$ cat src/design/fcr_pkg.sv
package fcr_pkg;

  localparam int unsigned ByteW   = 8;
  localparam int unsigned IdxW    = 6;
  localparam int unsigned CfgIdxW = 2;

  localparam logic [ByteW-1:0] StartCharRst = 8'd64;  // '@'
  localparam logic [ByteW-1:0] EndCharRst   = 8'd38;  // '&'
  localparam logic [ByteW-1:0] LineEndRst   = 8'd10;  // newline

  typedef enum logic [CfgIdxW-1:0] {
    CFG_OPEN_BYTE  = 2'd0,
    CFG_CLOSE_BYTE = 2'd1,
    CFG_LINE_END   = 2'd2
  } cfg_reg_e;

  typedef struct packed {
    logic [ByteW-1:0] open_byte;
    logic [ByteW-1:0] close_byte;
    logic [ByteW-1:0] line_end;
  } cfg_t;

  typedef struct packed {
    logic             write_en;
    logic [IdxW-1:0]  write_index;
    logic [ByteW-1:0] write_data;
    logic             command_done;
    logic [IdxW-1:0]  command_length;
    logic             frame_abort;
  } res_t;

endpackage

$ cat src/design/fcr_ifs.sv
interface fcr_rx_if
  import fcr_pkg::*;
();
  logic             valid;
  logic             ready;
  logic [ByteW-1:0] rx_value;

  modport source (output valid, output rx_value, input ready);
  modport sink (input valid, input rx_value, output ready);
endinterface

interface fcr_res_if
  import fcr_pkg::*;
();
  logic             valid;
  logic             ready;
  logic             write_en;
  logic [IdxW-1:0]  write_index;
  logic [ByteW-1:0] write_data;
  logic             command_done;
  logic [IdxW-1:0]  command_length;
  logic             frame_abort;

  modport source (
    output valid, output write_en, output write_index, output write_data,
    output command_done, output command_length, output frame_abort,
    input ready
  );
  modport sink (
    input valid, input write_en, input write_index, input write_data,
    input command_done, input command_length, input frame_abort,
    output ready
  );
endinterface

interface fcr_cfg_if
  import fcr_pkg::*;
();
  logic               valid;
  logic               ready;
  logic [CfgIdxW-1:0] index;
  logic [ByteW-1:0]   data;

  modport source (output valid, output index, output data, input ready);
  modport sink (input valid, input index, input data, output ready);
endinterface

$ cat src/design/fcr_cfg.sv
module fcr_cfg
  import fcr_pkg::*;
(
  input  logic               clk_i,
  input  logic               rst_ni,
  input  logic               wr_valid_i,
  input  logic [CfgIdxW-1:0] wr_index_i,
  input  logic [ByteW-1:0]   wr_data_i,
  output logic               wr_ready_o,
  output cfg_t               cfg_o
);

  cfg_t cfg_q, cfg_d;

  assign wr_ready_o = 1'b1;

  always_comb begin
    cfg_d = cfg_q;
    if (wr_valid_i) begin
      unique case (wr_index_i)
        CFG_OPEN_BYTE:  cfg_d.open_byte  = wr_data_i;
        CFG_CLOSE_BYTE: cfg_d.close_byte = wr_data_i;
        CFG_LINE_END:   cfg_d.line_end   = wr_data_i;
        default:        cfg_d            = cfg_q;
      endcase
    end
  end

  always_ff @(posedge clk_i or negedge rst_ni) begin
    if (!rst_ni) begin
      cfg_q.open_byte  <= StartCharRst;
      cfg_q.close_byte <= EndCharRst;
      cfg_q.line_end   <= LineEndRst;
    end else begin
      cfg_q <= cfg_d;
    end
  end

  assign cfg_o = cfg_q;

endmodule

$ cat src/design/fcr_frame.sv
module fcr_frame
  import fcr_pkg::*;
#(
  parameter int unsigned BUFFER_SIZE = 64
) (
  input  logic             clk_i,
  input  logic             rst_ni,
  input  cfg_t             cfg_i,
  input  logic             in_valid_i,
  input  logic [ByteW-1:0] in_byte_i,
  output logic             in_ready_o,
  input  logic             advance_i,
  output logic             res_valid_o,
  output res_t             res_o
);

  localparam int unsigned CntW = (BUFFER_SIZE > 2) ? $clog2(BUFFER_SIZE) : 1;
  localparam logic [CntW-1:0] CntMax = CntW'(BUFFER_SIZE - 1);

  logic             byte_valid_q;
  logic [ByteW-1:0] byte_q;
  logic             in_frame_q, in_frame_d;
  logic             awaiting_q, awaiting_d;
  logic [CntW-1:0]  count_q, count_d;
  logic             fire;
  logic             is_le;

  assign in_ready_o  = !byte_valid_q || advance_i;
  assign fire        = byte_valid_q && advance_i;
  assign res_valid_o = byte_valid_q;

  always_ff @(posedge clk_i or negedge rst_ni) begin
    if (!rst_ni) begin
      byte_valid_q <= 1'b0;
    end else if (in_ready_o) begin
      byte_valid_q <= in_valid_i;
    end
  end

  always_ff @(posedge clk_i) begin
    if (in_ready_o && in_valid_i) begin
      byte_q <= in_byte_i;
    end
  end

  // Priority follows the frame rules: start, stray byte, end, confirm, payload.
  always_comb begin
    is_le      = (byte_q == cfg_i.line_end);
    in_frame_d = in_frame_q;
    awaiting_d = awaiting_q;
    count_d    = count_q;
    res_o      = '0;
    if (byte_q == cfg_i.open_byte) begin
      in_frame_d = 1'b1;
      count_d    = '0;
    end else if (is_le != awaiting_q) begin
      in_frame_d        = 1'b0;
      awaiting_d        = 1'b0;
      count_d           = '0;
      res_o.frame_abort = 1'b1;
    end else if (byte_q == cfg_i.close_byte && in_frame_q) begin
      res_o.write_en    = 1'b1;
      res_o.write_index = IdxW'(count_q);
      in_frame_d        = 1'b0;
      awaiting_d        = 1'b1;
    end else if (is_le && awaiting_q) begin
      res_o.command_done = 1'b1;
      awaiting_d         = 1'b0;
    end else if (in_frame_q) begin
      if (count_q < CntMax) begin
        res_o.write_en    = 1'b1;
        res_o.write_index = IdxW'(count_q);
        res_o.write_data  = byte_q;
        count_d           = count_q + 1'b1;
      end else begin
        in_frame_d        = 1'b0;
        awaiting_d        = 1'b0;
        count_d           = '0;
        res_o.frame_abort = 1'b1;
      end
    end
    res_o.command_length = IdxW'(count_d);
  end

  always_ff @(posedge clk_i or negedge rst_ni) begin
    if (!rst_ni) begin
      in_frame_q <= 1'b0;
      awaiting_q <= 1'b0;
      count_q    <= '0;
    end else if (fire) begin
      in_frame_q <= in_frame_d;
      awaiting_q <= awaiting_d;
      count_q    <= count_d;
    end
  end

  a_abort_clears: assert property (@(posedge clk_i) disable iff (!rst_ni)
    fire && res_o.frame_abort |=> !in_frame_q && !awaiting_q && count_q == '0)
    else $error("frame state not cleared after abort");

  a_count_bound: assert property (@(posedge clk_i) disable iff (!rst_ni)
    count_q <= CntMax)
    else $error("payload count beyond buffer limit");

  a_one_event: assert property (@(posedge clk_i) disable iff (!rst_ni)
    byte_valid_q |-> $countones({res_o.write_en, res_o.command_done,
                                 res_o.frame_abort}) <= 1)
    else $error("write, done and abort in the same result");

  a_done_after_end: assert property (@(posedge clk_i) disable iff (!rst_ni)
    fire && res_o.command_done |=> !awaiting_q && count_q == $past(count_q))
    else $error("confirmed command changed the latched length");

endmodule

$ cat src/design/framed_command_receiver.sv
// Path: an accepted request is held in the input register, then its result
// is held in the result register, from which it is offered.
// Throughput: one request per cycle; the frame flags and the payload counter
// update in a single pass, and a skid-free pipeline stalls only on the result.
// Reset: asynchronous, active low; clears the frame state, empties both stages
// and restores the delimiters to '@', '&' and newline.
module framed_command_receiver
  import fcr_pkg::*;
#(
  parameter int unsigned BUFFER_SIZE = 64
) (
  input  logic clk_i,
  input  logic rst_ni,
  fcr_rx_if.sink    rx_i,
  fcr_res_if.source res_o,
  fcr_cfg_if.sink   cfg_i
);

  cfg_t cfg;
  res_t res, res_q;
  logic res_valid;
  logic out_valid_q;
  logic advance;

  fcr_cfg u_cfg (
    .clk_i      (clk_i),
    .rst_ni     (rst_ni),
    .wr_valid_i (cfg_i.valid),
    .wr_index_i (cfg_i.index),
    .wr_data_i  (cfg_i.data),
    .wr_ready_o (cfg_i.ready),
    .cfg_o      (cfg)
  );

  fcr_frame #(
    .BUFFER_SIZE (BUFFER_SIZE)
  ) u_frame (
    .clk_i       (clk_i),
    .rst_ni      (rst_ni),
    .cfg_i       (cfg),
    .in_valid_i  (rx_i.valid),
    .in_byte_i   (rx_i.rx_value),
    .in_ready_o  (rx_i.ready),
    .advance_i   (advance),
    .res_valid_o (res_valid),
    .res_o       (res)
  );

  assign advance = !out_valid_q || res_o.ready;

  always_ff @(posedge clk_i or negedge rst_ni) begin
    if (!rst_ni) begin
      out_valid_q <= 1'b0;
    end else if (advance) begin
      out_valid_q <= res_valid;
    end
  end

  always_ff @(posedge clk_i) begin
    if (advance && res_valid) begin
      res_q <= res;
    end
  end

  assign res_o.valid          = out_valid_q;
  assign res_o.write_en       = res_q.write_en;
  assign res_o.write_index    = res_q.write_index;
  assign res_o.write_data     = res_q.write_data;
  assign res_o.command_done   = res_q.command_done;
  assign res_o.command_length = res_q.command_length;
  assign res_o.frame_abort    = res_q.frame_abort;

endmodule
$ cat src/flat_wrapper.sv
// flat-port wrapper written by rule: the top's interface ports become plain ports
module framed_command_receiver_flat import fcr_pkg::*;
#(
  parameter int unsigned BUFFER_SIZE = 64
)
  (clk_i, rst_ni, rx_i_valid, rx_i_rx_value, rx_i_ready, res_o_valid, res_o_write_en, res_o_write_index, res_o_write_data, res_o_command_done, res_o_command_length, res_o_frame_abort, res_o_ready, cfg_i_valid, cfg_i_index, cfg_i_data, cfg_i_ready);
  fcr_rx_if rx_i_i ();
  fcr_res_if res_o_i ();
  fcr_cfg_if cfg_i_i ();
  input  logic clk_i;
  input  logic rst_ni;
  input wire logic [$bits(rx_i_i.valid)-1:0] rx_i_valid;
  input wire logic [$bits(rx_i_i.rx_value)-1:0] rx_i_rx_value;
  output wire logic [$bits(rx_i_i.ready)-1:0] rx_i_ready;
  output wire logic [$bits(res_o_i.valid)-1:0] res_o_valid;
  output wire logic [$bits(res_o_i.write_en)-1:0] res_o_write_en;
  output wire logic [$bits(res_o_i.write_index)-1:0] res_o_write_index;
  output wire logic [$bits(res_o_i.write_data)-1:0] res_o_write_data;
  output wire logic [$bits(res_o_i.command_done)-1:0] res_o_command_done;
  output wire logic [$bits(res_o_i.command_length)-1:0] res_o_command_length;
  output wire logic [$bits(res_o_i.frame_abort)-1:0] res_o_frame_abort;
  input wire logic [$bits(res_o_i.ready)-1:0] res_o_ready;
  input wire logic [$bits(cfg_i_i.valid)-1:0] cfg_i_valid;
  input wire logic [$bits(cfg_i_i.index)-1:0] cfg_i_index;
  input wire logic [$bits(cfg_i_i.data)-1:0] cfg_i_data;
  output wire logic [$bits(cfg_i_i.ready)-1:0] cfg_i_ready;
  assign rx_i_i.valid = rx_i_valid;
  assign rx_i_i.rx_value = rx_i_rx_value;
  assign rx_i_ready = rx_i_i.ready;
  assign res_o_valid = res_o_i.valid;
  assign res_o_write_en = res_o_i.write_en;
  assign res_o_write_index = res_o_i.write_index;
  assign res_o_write_data = res_o_i.write_data;
  assign res_o_command_done = res_o_i.command_done;
  assign res_o_command_length = res_o_i.command_length;
  assign res_o_frame_abort = res_o_i.frame_abort;
  assign res_o_i.ready = res_o_ready;
  assign cfg_i_i.valid = cfg_i_valid;
  assign cfg_i_i.index = cfg_i_index;
  assign cfg_i_i.data = cfg_i_data;
  assign cfg_i_ready = cfg_i_i.ready;
  framed_command_receiver #(.BUFFER_SIZE(BUFFER_SIZE)) u_core (.clk_i(clk_i), .rst_ni(rst_ni), .rx_i(rx_i_i), .res_o(res_o_i), .cfg_i(cfg_i_i));
endmodule
$ cat config.mk
export PLATFORM = sky130hd
export DESIGN_NAME = framed_command_receiver_flat
export DESIGN_NICKNAME = d
export VERILOG_FILES = /design/src/design/fcr_pkg.sv /design/src/design/fcr_ifs.sv /design/src/design/fcr_cfg.sv /design/src/design/fcr_frame.sv /design/src/design/framed_command_receiver.sv /design/src/flat_wrapper.sv
export SDC_FILE = /design/constraint.sdc
export NUM_CORES = 1
export LEC_CHECK = 0
export BUFFER_PORTS_ARGS = -buffer_cell sky130_fd_sc_hd__buf_2
export CORE_MARGIN = 5
export CORE_UTILIZATION = 50
export CTS_CLUSTER_SIZE = 25
export DETAILED_ROUTE_END_ITERATION = 10
export HOLD_SLACK_MARGIN = 0.05
export PLACE_DENSITY_LB_ADDON = 0.25
export SETUP_SLACK_MARGIN = 0.05
export SYNTH_ARGS = -nofsm -noshare
export SYNTH_HDL_FRONTEND = slang
export SYNTH_HIERARCHICAL = 1
export SYNTH_SLANG_ARGS = --single-unit
$ cat constraint.sdc
create_clock -name clk_i -period 2 [get_ports clk_i]
set_input_delay 0.5 -clock clk_i [delete_from_list [all_inputs] [get_ports clk_i]]
set_output_delay 0.5 -clock clk_i [all_outputs]
set_load 0.1 [all_outputs]
==> results.tsv, run 1 <==
stage	metric	value	unit
run_status	status	complete, but fails checks	
run_status	violations	negative setup slack	
finish	diodes	0	
placement	dp_hpwl	4510	um
placement	gp_congestion	0.893	
synth	syn_nets	241	
sta	setup_ws	-0.124	ns
die	top_level_ports	49	
sta	finalCritPeriodShare	1.06	
power_and_ir_drop	ir_drop	722	uV
critical_path	path_class	reg -> reg	
synth	syn_area_per_cell	13.9	sq um
synth	synth-edff-count	31	
power_and_ir_drop	p_leak	1.62	nW
clock_network	cts_max_level	3	
clock_network	root_buffer	clkbuf_8	
critical_path	endpoint_kind	flop	
sta	setup_viol_count_final	5	
critical_path	r2r_cells	7	
critical_path	ff2ff_setup_slack	-0.12	ns
min_path	hp-class	in -> async	
global_route	grt_pass1_vias	2002	
synth	syn_area	3000	sq um
clock_network	hold_buffers	0	
die	die_area	7640	sq um
drt	routed_via_density	5.24	
drt	wire_per_inst	16.3	um
drt	remaining_drc_errors	0	
critical_path	r2r-start	u_core/u_frame/byte_q[6]	
drt	dr_total_vias	1965	
clock_network	clockBufferDepth	2	
power_and_ir_drop	p_per_area	1310	nW/um^2
drt	drt_iter0_markers	79	
global_route	grt_max_degree	24	
die	fp.coreArea	5890	sq um
finish	nNetsFinal	320	
synth	yosysSeqAreaShare	0.597	
synth	synth.distinct_cells	46	
synth	synth-async-reset-ratio	0.523	
clock_network	cts_sinks	65	
synth	ys.flop_type	edfxtp_1	
synth	syn_inst	216	
sta	rsz0062_at_grt	true	
placement	port_buffers	47	
finish	drive_gt1_frac	0.513	
clock_network	cts_tree	built	
clock_network	worstSkewPairLatency	0.34	ns
critical_path	cp.arrival	2.36	ns
critical_path	crit_fanout	6	
critical_path	rr_endpoint	u_core/u_frame/count_q[2]	
finish	area_growth	29.7	%
global_route	antenna_found_initial	0	
flow_run	max_cap_violations	0	
global_route	grt_pass1_wl	9750	um
synth	ys_ff_latch	65	
global_route	track_usage	0.170	
die	die_y	87.4	um
critical_path	start_kind	flop	
die	start_util	0.509	
drt	ant_nets	0	
sta	fin_worst_skew	0.00960	ns
placement	place_area	3480	sq um
critical_path	required	2.24	ns
die	placementRows	28	
clock_network	cts_buffers	9	
sta	period_needed	2.12	ns
drt	first_pass_iters	4	
synth	yosys_warnings	6	
sta	slew_violations	0	
finish	stdcell_area	3890	sq um
drt	drt-total-wl	6110	um
sta	hold_viol_final	0	
sta	fmax	471	MHz
sta	timing.hold.ws	0.0738	ns
clock_network	clk_pin_slew	0.07	ns
die	die_width	87.4	um
global_route	grt_overflow	0	
[routing by layer]
layer / GRT usage / part of all wire / vias up
li1: - / - / 947
met1: 0.211 / 0.42 / 957
met2: 0.279 / 0.52 / 50
met3: 0.0473 / 0.046 / 11
met4: 0.0697 / 0.015 / 0
met5: 0 / 0 / -
[registers in the layout (all words and copies together) (netlist names)]
register / cells
u_core/u_cfg/cfg_o: 24
u_core/res_o.write_data: 8
u_core/u_frame/byte_q: 8
u_core/res_o.command_length: 6
u_core/res_o.write_index: 6
u_core/u_frame/count_q: 6
u_core/res_o.command_done: 1
u_core/res_o.frame_abort: 1
u_core/res_o.valid: 1
u_core/res_o.write_en: 1
u_core/u_frame/awaiting_q: 1
u_core/u_frame/in_frame_q: 1
u_core/u_frame/res_valid_o: 1
[worst max-delay path by stage]
| stage | from | end | slack [ns] | depth (start not counted) |
|---|---|---|---|---|
| after global routing | u_core/u_frame/byte_q[6] | u_core/u_frame/count_q[2] | -0.18 | 7 |
| after CTS | u_core/u_frame/byte_q[6] | u_core/res_o.write_data[1] | 0.01 | 8 |
| after global placement | u_core/u_frame/byte_q[1] | u_core/res_o.write_data[7] | -0.09 | 8 |
| after detailed placement | u_core/u_cfg/cfg_o[3] | u_core/res_o.write_data[7] | -0.13 | 7 |
| final | u_core/u_frame/byte_q[6] | u_core/u_frame/count_q[2] | -0.12 | 7 |
| after floorplan | u_core/res_o.valid | u_core/u_frame/byte_q[0] | 0.06 | 3 |
[through the flow]
step	TNS [ns]	utilization	worst slack [ns]	power, mW	std cells
final	-0.140	0.661	-0.124	5.08	375
after global routing	-2.19	0.661	-0.184	5.33	375
after CTS	0	0.636	0.0103	5.00	373
after detailed placement	-1.36	0.591	-0.126	3.75	356
after global placement	-0.701	0.591	-0.0874	3.71	356
after floorplan	0	-	0.0596	3.33	216
[cell families (layout without fill, tap and decap cells)]
group           after synthesis  in the layout  share of synthesized area
compound gates               26             26                     0.0631
other cells                   1              1                    0.00125
buf+inv                       3             87                    0.00752
xor+xnor                     26             26                     0.0760
mux                          29             29                      0.109
fa+ha+maj                     2              2                    0.00835
simple gates                 64             64                      0.138
flops                        65             65                      0.597
[placed cells by master, fill, tap and decap left out, types with 2 or more instances in the layout]
cell type / n
buf_2: 46
edfxtp_1: 31
dfrtp_1: 27
mux2_2: 24
buf_4: 22
and2_1: 17
clkbuf_8: 10
xnor2_1: 10
xor2_1: 9
nor2_1: 7
dfstp_2: 6
xnor2_2: 6
nand2_1: 6
a21oi_1: 5
nand2b_1: 4
nand4_1: 4
mux2i_1: 4
nand3_1: 3
and3_1: 3
o21ai_1: 3
a22o_1: 3
clkinv_2: 2
bufinv_16: 2
nand2b_4: 2
nand3b_2: 2
nor2_2: 2
nor4_2: 2
a21oi_2: 2
o21ai_2: 2
nor3_4: 2
buf_6: 2
[synth_stat cells (all sizes together), types with 6 or more instances]
cell type	count	area (sq um)
nand2	6	22.5
edfxtp	31	931
and2	18	115
nor2	9	33.8
mux2	25	285
a21oi	8	43.8
o21ai	7	38.8
nand2b	7	51.3
dfrtp	28	701
dfstp	6	158
xor2	9	78.8
xnor2	17	149
[report_power, final]
part	leakage (nW)	switching, mW	internal (mW)	total, mW
clock	0.110	0.485	0.727	1.21
combinational	0.814	1.29	0.638	1.93
sequential	0.696	0.190	1.75	1.94
[repair_timing]
item	4_1_cts	5_1_grt
pin swaps	2	8
setup buffers	1	2
resized for setup	8	25
endpoints found under the setup margin	25	31
[cell type report]
class                   count  area [sq um]
clock inverters             6          81.3
multi-input cells         148          1350
flip-flops and latches     65          1790
repair buffers             71           438
fillers                   466          2000
well taps                  75          93.8
clock buffers              10           138
[worst max-delay path: stages (launching register included)]
cell	delay [ns]
edfxtp_1	0.47
xnor2_1	0.22
nand4_1	0.15
nor2_2	0.17
ha_4	0.22
a21o_4	0.21
or3_1	0.40
mux2i_1	0.18
No activity file was read; power rests on OpenSTA's default activity.
==> inputs of run 2 (changes only) <==
--- a/config.mk
+++ b/config.mk
@@ -7,9 +7,10 @@
 export LEC_CHECK = 0
 export BUFFER_PORTS_ARGS = -buffer_cell sky130_fd_sc_hd__buf_2
 export CORE_MARGIN = 5
-export CORE_UTILIZATION = 50
+export CORE_UTILIZATION = 56
 export CTS_CLUSTER_SIZE = 25
 export DETAILED_ROUTE_END_ITERATION = 10
+export GPL_TIMING_DRIVEN = 0
 export HOLD_SLACK_MARGIN = 0.05
 export PLACE_DENSITY_LB_ADDON = 0.25
 export SETUP_SLACK_MARGIN = 0.05
==> constraint.sdc (replaced) <==
create_clock -name clk_i -period 2.2 [get_ports clk_i]
set_input_delay 0.55 -clock clk_i [delete_from_list [all_inputs] [get_ports clk_i]]
set_output_delay 0.55 -clock clk_i [all_outputs]
set_load 0.1 [all_outputs]
==> run 2 against run 1 <==
  * The run now ends clean
  * Core utilization up 5.1 points
  * Clock power down 9%
  * Die area down 9.5%
  * Sequential share of layout area is 2.9 points higher
  * Non-clock buffer count down 17
  * Clock skew down 0.0047 ns
  * Design area down 5.9%
  * Sequential power decreased by 9%
  * Total power down 12%
==> results.tsv, run 2 (synthesis results as in run 1) <==
stage	metric	value	unit
critical_path	crit_buf_inv	1	
sta	maxSlewHeadroom	0.493	
sta	setup_ws	0.169	ns
sta	rsz0062_at_grt	false	
placement	dp_slack	-0.214	ns
critical_path	crit_slowest_cell	nor4_2	
drt	wire_per_inst	15.8	um
power_and_ir_drop	p_leak	1.50	nW
global_route	antenna_found_initial	0	
die	fp.coreArea	5140	sq um
critical_path	r2r-start	u_core/u_frame/byte_q[7]	
drt	first_pass_iters	4	
flow_run	max_cap_violations	0	
power_and_ir_drop	p_per_area	1230	nW/um^2
die	start_util	0.583	
sta	tightest_slew	0.761	ns
critical_path	required	2.29	ns
global_route	grt_pass1_wl	9090	um
min_path	hp-class	in -> async	
critical_path	ff2ff_setup_slack	0.17	ns
die	die_y	83.2	um
critical_path	crit_fanout	5	
global_route	grt_max_degree	35	
drt	drt-total-wl	5570	um
global_route	grt_overflow	0	
critical_path	crit_chain	xor2_1 > nor4_2 > a21o_4 > nor3_4 > buf_4 > and2_1	
sta	fin_worst_skew	0.00487	ns
critical_path	crit_family	simple AND/OR/NAND/NOR gates	
critical_path	path_class	reg -> reg	
drt	remaining_drc_errors	0	
finish	most-common-layout-cells	47 x buf_2, 31 x edfxtp_1, 27 x dfrtp_1, 24 x mux2_2, 17 x and2_1	
die	top_level_ports	49	
critical_path	endpoint_kind	flop	
clock_network	cts_tree	built	
critical_path	r2r_cells	6	
critical_path	crit_path_start	u_core/u_frame/byte_q[7]	
finish	diodes	0	
clock_network	hold_buffers	0	
finish	area_growth	22.0	%
die	die_width	83.2	um
sta	setup_viol_count_final	0	
clock_network	root_buffer	clkbuf_8	
clock_network	clockBufferDepth	2	
finish	final_common_cell	buf_2	
sta	period_needed	2.03	ns
critical_path	cp.arrival	2.12	ns
run_status	status	complete, no violations	
critical_path	start_kind	flop	
finish	register_area	1790	sq um
clock_network	cts_sinks	65	
global_route	grt_pass1_vias	1892	
clock_network	cts_buffers	9	
clock_network	worstSkewPairLatency	0.33	ns
finish	multiInputGateArea	1260	sq um
finish	drive_gt1_frac	0.445	
finish	num-fill-cells	389	
critical_path	path_depth	6	
sta	finalCritPeriodShare	0.923	
drt	drt_iter0_markers	116	
critical_path	crit_path_end	u_core/res_o.write_data[6]	
drt	ant_nets	0	
placement	dp_hpwl	3940	um
finish	largest_reg_flops	24	
drt	routed_via_density	5.33	
critical_path	slowest_delay	0.49	ns
finish	utilization	0.712	
placement	gp_congestion	0.862	
sta	slew_violations	0	
die	die_area	6910	sq um
sta	fmax	492	MHz
placement	port_buffers	47	
global_route	track_usage	0.170	
sta	hold_viol_final	0	
power_and_ir_drop	ir_drop	808	uV
drt	dr_total_vias	1882	
die	placementRows	26	
finish	nNetsFinal	303	
critical_path	rr_endpoint	u_core/res_o.write_data[6]	
clock_network	cts_max_level	3	
clock_network	clk_pin_slew	0.07	ns
## run 2: area by class of cell
type                    instances  share of cell area
well taps                      70              0.0239
multi-input cells             148               0.346
clock inverters                 1             0.00821
plain buffers                   3             0.00616
repair buffers                 51              0.0725
flip-flops and latches         65               0.490
clock buffers                  15              0.0537
## run 2: report_power, final
group | switching (mW) | total, mW | internal [mW]
clock | 0.425 | 1.10 | 0.679
combinational | 1.13 | 1.62 | 0.495
sequential | 0.167 | 1.76 | 1.59
total | 1.72 | 4.49 | 2.77
## run 2: routing by layer
layer | up-vias | track usage | part of all wire
met5 | - | 0 | 0
li1 | 910 | - | -
met1 | 917 | 0.201 | 0.41
met4 | 0 | 0.0669 | 0.021
met2 | 43 | 0.283 | 0.52
met3 | 12 | 0.0594 | 0.050
## run 2: what timing repair did
| item | 4_1_cts | 5_1_grt |
|---|---|---|
| buffers inserted | 2 | 2 |
| setup endpoints to repair | 18 | 26 |
| resized for setup | 4 | 10 |
| pin swaps | 1 | 3 |
## run 2: how the worst min path moves through the flow
| stage | from | end | slack [ns] | depth (start not counted) |
|---|---|---|---|---|
| 2_1_floorplan | rst_ni | u_core/res_o.valid | 0.25 | 0 |
| 3_3_place_gp | u_core/u_cfg/cfg_o[4] | u_core/u_cfg/cfg_o[4] | 0.51 | 1 |
| 3_5_place_dp | u_core/u_cfg/cfg_o[8] | u_core/u_cfg/cfg_o[8] | 0.52 | 1 |
| 4_1_cts | rst_ni | u_core/u_cfg/cfg_o[17] | 0.30 | 1 |
| 5_1_grt | rst_ni | u_core/u_cfg/cfg_o[20] | 0.34 | 1 |
| 6_report | rst_ni | u_core/u_cfg/cfg_o[11] | 0.28 | 1 |
## run 2: stage by stage
| step | hold slack, ns | cell area [sq um] | power (mW) | instances | setup TNS, ns |
|---|---|---|---|---|---|
| floorplan | 0.254 | 3000 | 3.03 | 216 | 0 |
| global placement | 0.509 | 3320 | 3.28 | 333 | -1.76 |
| detailed placement | 0.517 | 3320 | 3.31 | 333 | -2.15 |
| CTS | 0.301 | 3580 | 4.46 | 351 | 0 |
| global route | 0.340 | 3660 | 4.71 | 353 | 0 |
| finish | 0.284 | 3660 | 4.49 | 353 | 0 |
